<file path="src/rtl/bcpe_pkg.sv">
// ----------------------------------------------------------------------------
// bcpe_pkg
// Shared types and constants of the Bezier curve point evaluator.
// ----------------------------------------------------------------------------
package bcpe_pkg;

    localparam int MAX_POINTS_DEF = 16;

    localparam int COORD_W   = 16;   // signed q1.15 coordinate
    localparam int T_W       = 17;   // unsigned q1.16 curve parameter
    localparam int T_FRAC_W  = 16;
    localparam int KIND_W    = 2;
    localparam int STATUS_W  = 2;
    localparam int COUNT_W   = 5;

    localparam logic [T_W-1:0] T_ONE = T_W'(1 << T_FRAC_W);
    localparam int ROUND_HALF = 1 << (T_FRAC_W - 1);

    localparam int S_TDATA_W = 56;
    localparam int M_TDATA_W = 40;

    typedef enum logic [KIND_W-1:0] {
        KIND_ADD    = 2'd0,
        KIND_REMOVE = 2'd1,
        KIND_EVAL   = 2'd2
    } kind_t;

    typedef enum logic [STATUS_W-1:0] {
        ST_OK        = 2'd0,
        ST_FULL      = 2'd1,
        ST_EMPTY     = 2'd2,
        ST_NO_POINTS = 2'd3
    } status_t;

    // one interpolation request for both coordinates
    typedef struct packed {
        logic                      valid;
        logic signed [COORD_W-1:0] px;
        logic signed [COORD_W-1:0] py;
        logic signed [COORD_W-1:0] qx;
        logic signed [COORD_W-1:0] qy;
    } lerp_req_t;

    typedef struct packed {
        logic                      busy;
        logic                      valid;
        logic signed [COORD_W-1:0] x;
        logic signed [COORD_W-1:0] y;
    } lerp_rsp_t;

endpackage

</file>
<file path="src/rtl/bcpe_ram.sv">
// ----------------------------------------------------------------------------
// bcpe_ram
// Generic single write port, single read port RAM with registered read data.
// ----------------------------------------------------------------------------
module bcpe_ram #(
    parameter int WIDTH = 32,
    parameter int DEPTH = 16
) (
    input  logic                     clk,
    input  logic                     we,
    input  logic [$clog2(DEPTH)-1:0] waddr,
    input  logic [WIDTH-1:0]         wdata,
    input  logic                     re,
    input  logic [$clog2(DEPTH)-1:0] raddr,
    output logic [WIDTH-1:0]         rdata
);

    logic [WIDTH-1:0] mem [DEPTH];
    logic [WIDTH-1:0] rdata_reg;

    always_ff @(posedge clk) begin
        if (we) begin
            mem[waddr] <= wdata;
        end
        if (re) begin
            rdata_reg <= mem[raddr];
        end
    end

    assign rdata = rdata_reg;

endmodule

</file>
<file path="src/rtl/bcpe_lerp.sv">
// ----------------------------------------------------------------------------
// bcpe_lerp
// Shared two-stage interpolation unit: p + round((q - p) * t / 65536) on x and
// y at once, exact half rounded toward plus infinity.
// ----------------------------------------------------------------------------
module bcpe_lerp
    import bcpe_pkg::*;
(
    input  logic           aclk,
    input  logic           aresetn,
    input  lerp_req_t      req,
    input  logic [T_W-1:0] t,
    output lerp_rsp_t      rsp
);

    localparam int PROD_W = (COORD_W + 1) + (T_W + 1);

    logic signed [COORD_W:0]   diff_x;
    logic signed [COORD_W:0]   diff_y;
    logic signed [T_W:0]       t_s;
    logic signed [PROD_W-1:0]  prod_x_next;
    logic signed [PROD_W-1:0]  prod_y_next;
    logic signed [PROD_W-1:0]  prod_x_reg;
    logic signed [PROD_W-1:0]  prod_y_reg;
    logic signed [PROD_W-1:0]  rnd_x;
    logic signed [PROD_W-1:0]  rnd_y;
    logic signed [COORD_W-1:0] p_x_reg;
    logic signed [COORD_W-1:0] p_y_reg;
    logic signed [COORD_W-1:0] res_x_next;
    logic signed [COORD_W-1:0] res_y_next;
    logic signed [COORD_W-1:0] res_x_reg;
    logic signed [COORD_W-1:0] res_y_reg;
    logic                      s1_valid_reg;
    logic                      out_valid_reg;

    assign t_s    = $signed({1'b0, t});
    assign diff_x = {req.qx[COORD_W-1], req.qx} - {req.px[COORD_W-1], req.px};
    assign diff_y = {req.qy[COORD_W-1], req.qy} - {req.py[COORD_W-1], req.py};

    assign prod_x_next = diff_x * t_s;
    assign prod_y_next = diff_y * t_s;

    // arithmetic shift gives the floor of the division
    assign rnd_x = (prod_x_reg + $signed(PROD_W'(ROUND_HALF))) >>> T_FRAC_W;
    assign rnd_y = (prod_y_reg + $signed(PROD_W'(ROUND_HALF))) >>> T_FRAC_W;

    // result lies between p and q, so the low bits of the sum are exact
    assign res_x_next = p_x_reg + rnd_x[COORD_W-1:0];
    assign res_y_next = p_y_reg + rnd_y[COORD_W-1:0];

    always_ff @(posedge aclk) begin
        if (!aresetn) begin
            s1_valid_reg  <= 1'b0;
            out_valid_reg <= 1'b0;
        end else begin
            s1_valid_reg  <= req.valid;
            out_valid_reg <= s1_valid_reg;
        end
        prod_x_reg <= prod_x_next;
        prod_y_reg <= prod_y_next;
        p_x_reg    <= req.px;
        p_y_reg    <= req.py;
        res_x_reg  <= res_x_next;
        res_y_reg  <= res_y_next;
    end

    assign rsp.busy  = s1_valid_reg;
    assign rsp.valid = out_valid_reg;
    assign rsp.x     = res_x_reg;
    assign rsp.y     = res_y_reg;

endmodule

</file>
<file path="src/rtl/bezier_curve_point_evaluator.sv">
// ----------------------------------------------------------------------------
// bezier_curve_point_evaluator
// Holds up to MAX_POINTS q1.15 control points and evaluates the Bezier curve
// they define at a q1.16 parameter t by de Casteljau interpolation. Add and
// remove transactions are answered in the cycle after they are accepted. An
// evaluate over n points runs levels of n down to 2 points through one shared
// two-stage interpolation unit, one interpolation per cycle within a level; each
// level reads its points and then waits for the unit to drain before the next
// level may read back. The block takes one transaction at a time and is not
// ready during an evaluate. t above 1.0 saturates to 1.0.
// ----------------------------------------------------------------------------
module bezier_curve_point_evaluator
    import bcpe_pkg::*;
#(
    parameter int MAX_POINTS = MAX_POINTS_DEF
) (
    input  logic                 aclk,
    input  logic                 aresetn,
    input  logic                 s_axis_tvalid,
    output logic                 s_axis_tready,
    input  logic [S_TDATA_W-1:0] s_axis_tdata,  // point_x, point_y, t
    input  logic [KIND_W-1:0]    s_axis_tuser,  // kind
    output logic                 m_axis_tvalid,
    input  logic                 m_axis_tready,
    output logic [M_TDATA_W-1:0] m_axis_tdata,  // curve_x, curve_y, point_count
    output logic [STATUS_W-1:0]  m_axis_tuser   // status
);

    localparam int CNT_W  = $clog2(MAX_POINTS + 1);
    localparam int ADDR_W = $clog2(MAX_POINTS);
    localparam int PAIR_W = 2 * COORD_W;

    typedef enum logic [2:0] {
        S_IDLE,
        S_LEVEL,
        S_DRAIN,
        S_FINAL,
        S_FWAIT
    } state_t;

    state_t                    state_reg, state_next;
    logic [CNT_W-1:0]          held_count_reg, held_count_next;
    logic [T_W-1:0]            t_reg, t_next;
    logic [CNT_W-1:0]          lvl_reg, lvl_next;
    logic [ADDR_W-1:0]         rd_idx_reg, rd_idx_next;
    logic [ADDR_W-1:0]         wr_idx_reg, wr_idx_next;
    logic                      src_ctrl_reg, src_ctrl_next;
    logic                      rd_vld_reg, rd_vld_next;
    logic                      rd_first_reg, rd_first_next;
    logic signed [COORD_W-1:0] p_x_reg, p_x_next;
    logic signed [COORD_W-1:0] p_y_reg, p_y_next;
    logic                      m_valid_reg, m_valid_next;
    logic signed [COORD_W-1:0] m_x_reg, m_x_next;
    logic signed [COORD_W-1:0] m_y_reg, m_y_next;
    logic [COUNT_W-1:0]        m_count_reg, m_count_next;
    status_t                   m_status_reg, m_status_next;

    logic                      s_accept;
    logic [T_W-1:0]            t_in;
    logic                      ctrl_we;
    logic                      ram_re;
    logic [PAIR_W-1:0]         ctrl_rdata;
    logic [PAIR_W-1:0]         work_rdata;
    logic [PAIR_W-1:0]         rd_data;
    logic signed [COORD_W-1:0] rd_x;
    logic signed [COORD_W-1:0] rd_y;
    lerp_req_t                 lerp_req;
    lerp_rsp_t                 lerp_rsp;

    assign s_axis_tready = (state_reg == S_IDLE) && (!m_valid_reg || m_axis_tready);
    assign s_accept      = s_axis_tvalid && s_axis_tready;
    assign t_in          = s_axis_tdata[2*COORD_W +: T_W];

    assign rd_data = src_ctrl_reg ? ctrl_rdata : work_rdata;
    assign rd_x    = rd_data[COORD_W-1:0];
    assign rd_y    = rd_data[PAIR_W-1:COORD_W];

    assign lerp_req.valid = rd_vld_reg && !rd_first_reg;
    assign lerp_req.px    = p_x_reg;
    assign lerp_req.py    = p_y_reg;
    assign lerp_req.qx    = rd_x;
    assign lerp_req.qy    = rd_y;

    bcpe_ram #(
        .WIDTH (PAIR_W),
        .DEPTH (MAX_POINTS)
    ) u_ctrl_ram (
        .clk   (aclk),
        .we    (ctrl_we),
        .waddr (held_count_reg[ADDR_W-1:0]),
        .wdata (s_axis_tdata[PAIR_W-1:0]),
        .re    (ram_re),
        .raddr (rd_idx_reg),
        .rdata (ctrl_rdata)
    );

    bcpe_ram #(
        .WIDTH (PAIR_W),
        .DEPTH (MAX_POINTS)
    ) u_work_ram (
        .clk   (aclk),
        .we    (lerp_rsp.valid),
        .waddr (wr_idx_reg),
        .wdata ({lerp_rsp.y, lerp_rsp.x}),
        .re    (ram_re),
        .raddr (rd_idx_reg),
        .rdata (work_rdata)
    );

    bcpe_lerp u_lerp (
        .aclk    (aclk),
        .aresetn (aresetn),
        .req     (lerp_req),
        .t       (t_reg),
        .rsp     (lerp_rsp)
    );

    always_comb begin
        state_next      = state_reg;
        held_count_next = held_count_reg;
        t_next          = t_reg;
        lvl_next        = lvl_reg;
        rd_idx_next     = rd_idx_reg;
        wr_idx_next     = wr_idx_reg;
        src_ctrl_next   = src_ctrl_reg;
        rd_vld_next     = 1'b0;
        rd_first_next   = 1'b0;
        p_x_next        = p_x_reg;
        p_y_next        = p_y_reg;
        m_valid_next    = m_valid_reg;
        m_x_next        = m_x_reg;
        m_y_next        = m_y_reg;
        m_count_next    = m_count_reg;
        m_status_next   = m_status_reg;
        ctrl_we         = 1'b0;
        ram_re          = 1'b0;

        // previous point of the level follows the read stream
        if (rd_vld_reg) begin
            p_x_next = rd_x;
            p_y_next = rd_y;
        end
        if (lerp_rsp.valid) begin
            wr_idx_next = wr_idx_reg + 1'b1;
        end
        if (m_valid_reg && m_axis_tready) begin
            m_valid_next = 1'b0;
        end

        unique case (state_reg)
            S_IDLE: begin
                if (s_accept) begin
                    m_valid_next  = 1'b1;
                    m_x_next      = '0;
                    m_y_next      = '0;
                    m_count_next  = COUNT_W'(held_count_reg);
                    m_status_next = ST_OK;
                    unique case (s_axis_tuser)
                        KIND_ADD: begin
                            if (held_count_reg < CNT_W'(MAX_POINTS)) begin
                                ctrl_we         = 1'b1;
                                held_count_next = held_count_reg + 1'b1;
                                m_count_next    = COUNT_W'(held_count_reg + 1'b1);
                            end else begin
                                m_status_next = ST_FULL;
                            end
                        end
                        KIND_REMOVE: begin
                            if (held_count_reg != '0) begin
                                held_count_next = held_count_reg - 1'b1;
                                m_count_next    = COUNT_W'(held_count_reg - 1'b1);
                            end else begin
                                m_status_next = ST_EMPTY;
                            end
                        end
                        KIND_EVAL: begin
                            if (held_count_reg == '0) begin
                                m_status_next = ST_NO_POINTS;
                            end else begin
                                // result is loaded at the end of the evaluate
                                m_valid_next  = 1'b0;
                                t_next        = (t_in > T_ONE) ? T_ONE : t_in;
                                lvl_next      = held_count_reg;
                                rd_idx_next   = '0;
                                wr_idx_next   = '0;
                                src_ctrl_next = 1'b1;
                                state_next    = (held_count_reg == CNT_W'(1)) ? S_FINAL
                                                                               : S_LEVEL;
                            end
                        end
                        default: begin
                        end
                    endcase
                end
            end
            S_LEVEL: begin
                ram_re        = 1'b1;
                rd_vld_next   = 1'b1;
                rd_first_next = (rd_idx_reg == '0);
                if (rd_idx_reg == ADDR_W'(lvl_reg - 1'b1)) begin
                    state_next = S_DRAIN;
                end else begin
                    rd_idx_next = rd_idx_reg + 1'b1;
                end
            end
            S_DRAIN: begin
                // all writes of this level must land before the next one reads
                if (!rd_vld_reg && !lerp_rsp.busy && !lerp_rsp.valid) begin
                    src_ctrl_next = 1'b0;
                    lvl_next      = lvl_reg - 1'b1;
                    rd_idx_next   = '0;
                    wr_idx_next   = '0;
                    state_next    = (lvl_reg == CNT_W'(2)) ? S_FINAL : S_LEVEL;
                end
            end
            S_FINAL: begin
                ram_re     = 1'b1;
                state_next = S_FWAIT;
            end
            S_FWAIT: begin
                if (!m_valid_reg || m_axis_tready) begin
                    m_valid_next  = 1'b1;
                    m_x_next      = rd_x;
                    m_y_next      = rd_y;
                    m_count_next  = COUNT_W'(held_count_reg);
                    m_status_next = ST_OK;
                    state_next    = S_IDLE;
                end
            end
            default: begin
                state_next = S_IDLE;
            end
        endcase
    end

    always_ff @(posedge aclk) begin
        if (!aresetn) begin
            state_reg      <= S_IDLE;
            held_count_reg <= '0;
            rd_vld_reg     <= 1'b0;
            rd_first_reg   <= 1'b0;
            m_valid_reg    <= 1'b0;
            src_ctrl_reg   <= 1'b0;
        end else begin
            state_reg      <= state_next;
            held_count_reg <= held_count_next;
            rd_vld_reg     <= rd_vld_next;
            rd_first_reg   <= rd_first_next;
            m_valid_reg    <= m_valid_next;
            src_ctrl_reg   <= src_ctrl_next;
        end
        t_reg        <= t_next;
        lvl_reg      <= lvl_next;
        rd_idx_reg   <= rd_idx_next;
        wr_idx_reg   <= wr_idx_next;
        p_x_reg      <= p_x_next;
        p_y_reg      <= p_y_next;
        m_x_reg      <= m_x_next;
        m_y_reg      <= m_y_next;
        m_count_reg  <= m_count_next;
        m_status_reg <= m_status_next;
    end

    assign m_axis_tvalid = m_valid_reg;
    assign m_axis_tdata  = {(M_TDATA_W - PAIR_W - COUNT_W)'(0), m_count_reg, m_y_reg, m_x_reg};
    assign m_axis_tuser  = m_status_reg;

`ifndef SYNTHESIS
    a_count_bound: assert property (@(posedge aclk) disable iff (!aresetn)
        held_count_reg <= CNT_W'(MAX_POINTS))
        else $error("point count above capacity");

    a_lerp_in_eval: assert property (@(posedge aclk) disable iff (!aresetn)
        lerp_rsp.valid |-> (state_reg == S_LEVEL || state_reg == S_DRAIN))
        else $error("interpolation result outside an evaluate");

    a_ready_idle_pipe: assert property (@(posedge aclk) disable iff (!aresetn)
        s_axis_tready |-> (!rd_vld_reg && !lerp_rsp.busy && !lerp_rsp.valid))
        else $error("ready while the interpolation pipe is busy");

    a_add_counts: assert property (@(posedge aclk) disable iff (!aresetn)
        (s_accept && s_axis_tuser == KIND_ADD && held_count_reg < CNT_W'(MAX_POINTS))
        |=> held_count_reg == CNT_W'($past(held_count_reg) + 1'b1))
        else $error("accepted add did not grow the list");
`endif

endmodule
</file>
<file path="config.mk">
export PLATFORM = sky130hd
export DESIGN_NAME = bezier_curve_point_evaluator
export DESIGN_NICKNAME = d
export VERILOG_FILES = /design/src/rtl/bcpe_pkg.sv /design/src/rtl/bcpe_ram.sv /design/src/rtl/bcpe_lerp.sv /design/src/rtl/bezier_curve_point_evaluator.sv
export SDC_FILE = /design/constraint.sdc
export NUM_CORES = 2
export LEC_CHECK = 0
export BUFFER_PORTS_ARGS = -buffer_cell sky130_fd_sc_hd__clkbuf_2
export CAP_MARGIN = 10
export CELL_PAD_IN_SITES_DETAIL_PLACEMENT = 1
export CELL_PAD_IN_SITES_GLOBAL_PLACEMENT = 2
export CORE_MARGIN = 2
export CORE_UTILIZATION = 25
export CTS_BUF_LIST = sky130_fd_sc_hd__clkbuf_4 sky130_fd_sc_hd__clkbuf_8
export CTS_CLUSTER_SIZE = 16
export DETAILED_ROUTE_END_ITERATION = 7
export GPL_ROUTABILITY_DRIVEN = 0
export GPL_TIMING_DRIVEN = 1
export PLACE_DENSITY = 0.53
export SETUP_SLACK_MARGIN = 0.05
export SLEW_MARGIN = 5
export SYNTH_ARGS = -nofsm -noshare
export SYNTH_HDL_FRONTEND = slang
export SYNTH_HIERARCHICAL = 1
export SYNTH_SLANG_ARGS = --single-unit
</file>
<file path="constraint.sdc">
create_clock -name aclk -period 9.9 [get_ports aclk]
set_input_delay 0.99 -clock aclk [delete_from_list [all_inputs] [get_ports aclk]]
set_output_delay 0.99 -clock aclk [all_outputs]
set_load 0.02 [all_outputs]
</file>
==> Implementation_results.wiki <==
{| class="wikitable"
! Metric !! Value
|-
| Outcome || completed
|-
| Most common cell after layout, fill and taps aside || sky130_fd_sc_hd__edfxtp_1
|-
| I/O pins || 106
|-
| Vias per std cell || 4.374
|-
| Detail-routed net length per standard cell || 22.59 µm
|-
| Pin slew with the least headroom to its limit || 1125 ps
|-
| Worst setup path start || src_ctrl_reg
|-
| Portion of total power attributed to combinational logic || 54.3%
|-
| Routed Wire Length || 201,100 µm
|-
| Fin. max-slew vios || 0
|-
| DR pass1 iterations || 5
|-
| Synth unique cells || 90
|-
| Worst path most repeated cell || sky130_fd_sc_hd__fa_1
|-
| Die area || 0.2812 mm²
|-
| Max clock buf depth || 4
|-
| Cell area after technology mapping || 0.06924 mm²
|-
| Number of core rows || 193
|-
| Critical Path RT || 10,680 ps
|-
| Critical path start-end classification || reg -> reg
|-
| TritonCTS clock tree || built
|-
| Flops & latches, synth || 1,301
|-
| Post-CTS Setup Repair Bufs || 0
|-
| H-tree levels || 4
|-
| Number of global-route vias before repair || 43,750
|-
| Buffers on Ports || 95
|-
| Worst-case register-to-register setup slack || 780 ps
|-
| Commonest cells after routing, fill and taps aside || 1,185 x sky130_fd_sc_hd__edfxtp_1, 628 x sky130_fd_sc_hd__inv_1, 450 x sky130_fd_sc_hd__fa_1
|-
| Number of design-rule violations left by the first detailed-router iteration || 2,242
|-
| Global-route wire length before repair || 297,900 µm
|-
| Number of max-cap violations || 0
|-
| Number of sinks handled by clock tree synthesis || 1,301
|-
| Power density over the cells || 335.9 mW/mm²
|-
| Total CTS buffers || 230
|-
| Initial antenna violation count || 32
|-
| Core Area || 0.2760 mm²
|-
| Syn Area/Cell || 14.57 µm²
|-
| Number of cells produced by synthesis || 4,751
|-
| Static leakage power || 29.99 nW
|-
| CP startpoint kind || flip-flop
|-
| Share of flip-flops with an asynchronous set or reset after synthesis || 0%
|-
| Number of flops mapped to enable cells by yosys || 1,185
|-
| Internal cell power || 0.01545 W
|-
| Via count of the routed design || 38,940
|-
| Starting density of the core || 25.08%
|-
| Top_reg_cell synth || sky130_fd_sc_hd__edfxtp_1
|-
| Post-layout min period || 9120 ps
|-
| Total global routing overflow || 0
|-
| DIE HEIGHT || 530.3 µm
|-
| Clock slew seen by the registers of the worst setup and hold paths || 60 ps
|-
| HPWL Detailed || 128,000 µm
|-
| Post-route clock skew || 153.0 ps
|-
| Setup Viol. Count Final || 0
|-
| Setup repair after global routing missed its margin || no
|-
| Max Clk Rate || 109.6 MHz
|-
| Sequential power share || 26.8%
|-
| Fillcell total || 29,440
|-
| Detailed-route DRC error count || 0
|-
| Relative contribution of the clock network to total power || 18.9%
|-
| Post-Route Setup TNS || 0 ps
|-
| CTS Hold Buffers Added || 0
|-
| Post-route fraction of the period consumed by the critical path || 92.13%
|-
| Worst min-delay path class || reg -> reg
|-
| Maximum ir drop on the vdd rail || 547.3 µV
|-
| WHS || 337.9 ps
|-
| Yosys warning total || 6
|-
| Detail Route Antenna Nets || 0
|-
| Register area share after synthesis || 54.75%
|-
| Switch Pwr || 0.01124 W
|-
| Die Span X || 530.3 µm
|-
| Top flop regs || u_ctrl_ram/mem x512, u_work_ram/mem x512
|-
| Global routing usage summed across all routing layers || 14.47%
|-
| Max incr delay on CP || 560 ps
|-
| Startpoint of the most critical hold path || p_x_reg[6]
|-
| Kind of end point of the critical path || flip-flop
|-
| Launch point of the worst reg-to-reg path || src_ctrl_reg
|-
| Root Buffer || sky130_fd_sc_hd__clkbuf_8
|-
| Switching part of the total || 42.12%
|-
| Clock latency reported for the late side of the worst-skew pair || 990 ps
|-
| Slew HR || 24.40%
|-
| Area added between synthesis and finish || 14.76%
|-
| Cells resized by post-CTS repair || 0
|-
| Proportion of layout cells with a drive suffix above 1 || 19.04%
|-
| Pin count of the biggest net entering global routing || 92
|-
| Layout net count || 5,809
|-
| Final hold violation count || 0
|-
| Worst-path maximum fanout || 9
|-
| Arr. time, crit path || 9900 ps
|-
| Worst path slowest cell || sky130_fd_sc_hd__fa_1
|}
[worst max-delay path, delay by kind of cell (launching register included)]
family          cells  cell delay, ps
compound gates      7            2160
xor+xnor            1             150
fa+ha+maj           9            3710
buf+inv             5             500
flops               1             520
mux                 1             400
simple gates        7            1550
[power groups by stage]
stage / Sequential (W) / Combinational, W / Clock (W)
final: 0.00715 / 0.0145 / 0.00504
after floorplan: 0.00710 / 0.0101 / 0
after global placement: 0.00724 / 0.0147 / 0
after detailed placement: 0.00727 / 0.0146 / 0
after global routing: 0.00722 / 0.0167 / 0.00547
after CTS: 0.00716 / 0.0149 / 0.00525
[stage by stage]
step / utilization (%) / power [W] / instances / worst slack, ps / cell area, µm²
2_1_floorplan: - / 0.01724 / 4753 / 1937 / 69250
3_3_place_gp: 27.11 / 0.02193 / 8485 / 720.5 / 74830
3_5_place_dp: 27.11 / 0.02190 / 8485 / 680.1 / 74830
4_1_cts: 28.78 / 0.02729 / 8898 / 672.4 / 79440
5_1_grt: 28.78 / 0.02942 / 8899 / 80.71 / 79450
6_report: 28.79 / 0.02669 / 8903 / 779.6 / 79460
[cell families (layout without fill, tap and decap cells)]
kind of cell | count (synthesis) | after routing | share of synthesized area, %
muxes | 292 | 292 | 8.905
DFF | 1301 | 1301 | 54.75
other | 1 | 8 | 0.005416
buffers and inverters | 831 | 1271 | 4.711
xor gates and xnor gates | 123 | 123 | 1.608
adders and majority gates | 735 | 735 | 18.16
AOI/OAI and AO/OA | 375 | 375 | 3.853
and+or+nand+nor | 1093 | 1093 | 8.007
[final cells by class]
class / instances / area, µm² / share of cell area, %
Clock inverter: 74 / 466.7 / 0.5874
Timing Repair Buffer: 229 / 1494 / 1.880
Clock buffer: 339 / 4146 / 5.219
Tap cell: 3705 / 4636 / 5.834
Sequential cell: 1301 / 37910 / 47.71
Inverter: 629 / 2361 / 2.971
Antenna cell: 5 / 12.51 / 0.01575
Multi-Input combinational cell: 2621 / 28430 / 35.78
[final timing paths]
path / to / depth (start not counted)
max reg2reg: u_lerp/prod_y_reg[25] / 30
max: u_lerp/prod_y_reg[25] / 30
min: u_lerp/p_x_reg[6] / 0
min reg2reg: u_lerp/p_x_reg[6] / 0
[cells in the mapped netlist (14+ instances only)]
cell type	count	area share, %
sky130_fd_sc_hd__edfxtp_1	1185	51
sky130_fd_sc_hd__a22oi_1	130	1.4
sky130_fd_sc_hd__nor3_1	58	0.42
sky130_fd_sc_hd__mux2_2	32	0.52
sky130_fd_sc_hd__buf_2	21	0.15
sky130_fd_sc_hd__and2_1	203	1.8
sky130_fd_sc_hd__ha_1	285	5.2
sky130_fd_sc_hd__a21o_1	26	0.28
sky130_fd_sc_hd__nand2_1	383	2.1
sky130_fd_sc_hd__mux4_2	256	8.3
sky130_fd_sc_hd__o21a_1	25	0.27
sky130_fd_sc_hd__a21oi_1	63	0.46
sky130_fd_sc_hd__dfxtp_1	116	3.4
sky130_fd_sc_hd__nand3_1	50	0.36
sky130_fd_sc_hd__buf_4	25	0.27
sky130_fd_sc_hd__nor2b_1	99	0.89
sky130_fd_sc_hd__clkbuf_1	133	0.72
sky130_fd_sc_hd__xnor2_1	92	1.2
sky130_fd_sc_hd__nor2_1	126	0.68
sky130_fd_sc_hd__fa_1	450	13
sky130_fd_sc_hd__nor4_1	14	0.13
sky130_fd_sc_hd__inv_1	628	3.4
sky130_fd_sc_hd__buf_1	20	0.11
sky130_fd_sc_hd__nand2b_1	15	0.14
sky130_fd_sc_hd__and3_1	63	0.57
sky130_fd_sc_hd__xor2_1	28	0.35
sky130_fd_sc_hd__o21ai_0	32	0.23
[metal layers]
metal,up-vias,wire (µm),track usage (%)
li1,17370,-,-
met5,-,138,0
met1,20680,87970,18.56
met4,22,4330,3.479
met2,596,100700,25.13
met3,274,7926,2.588
Note: power is estimated with default switching activity, not from simulation.
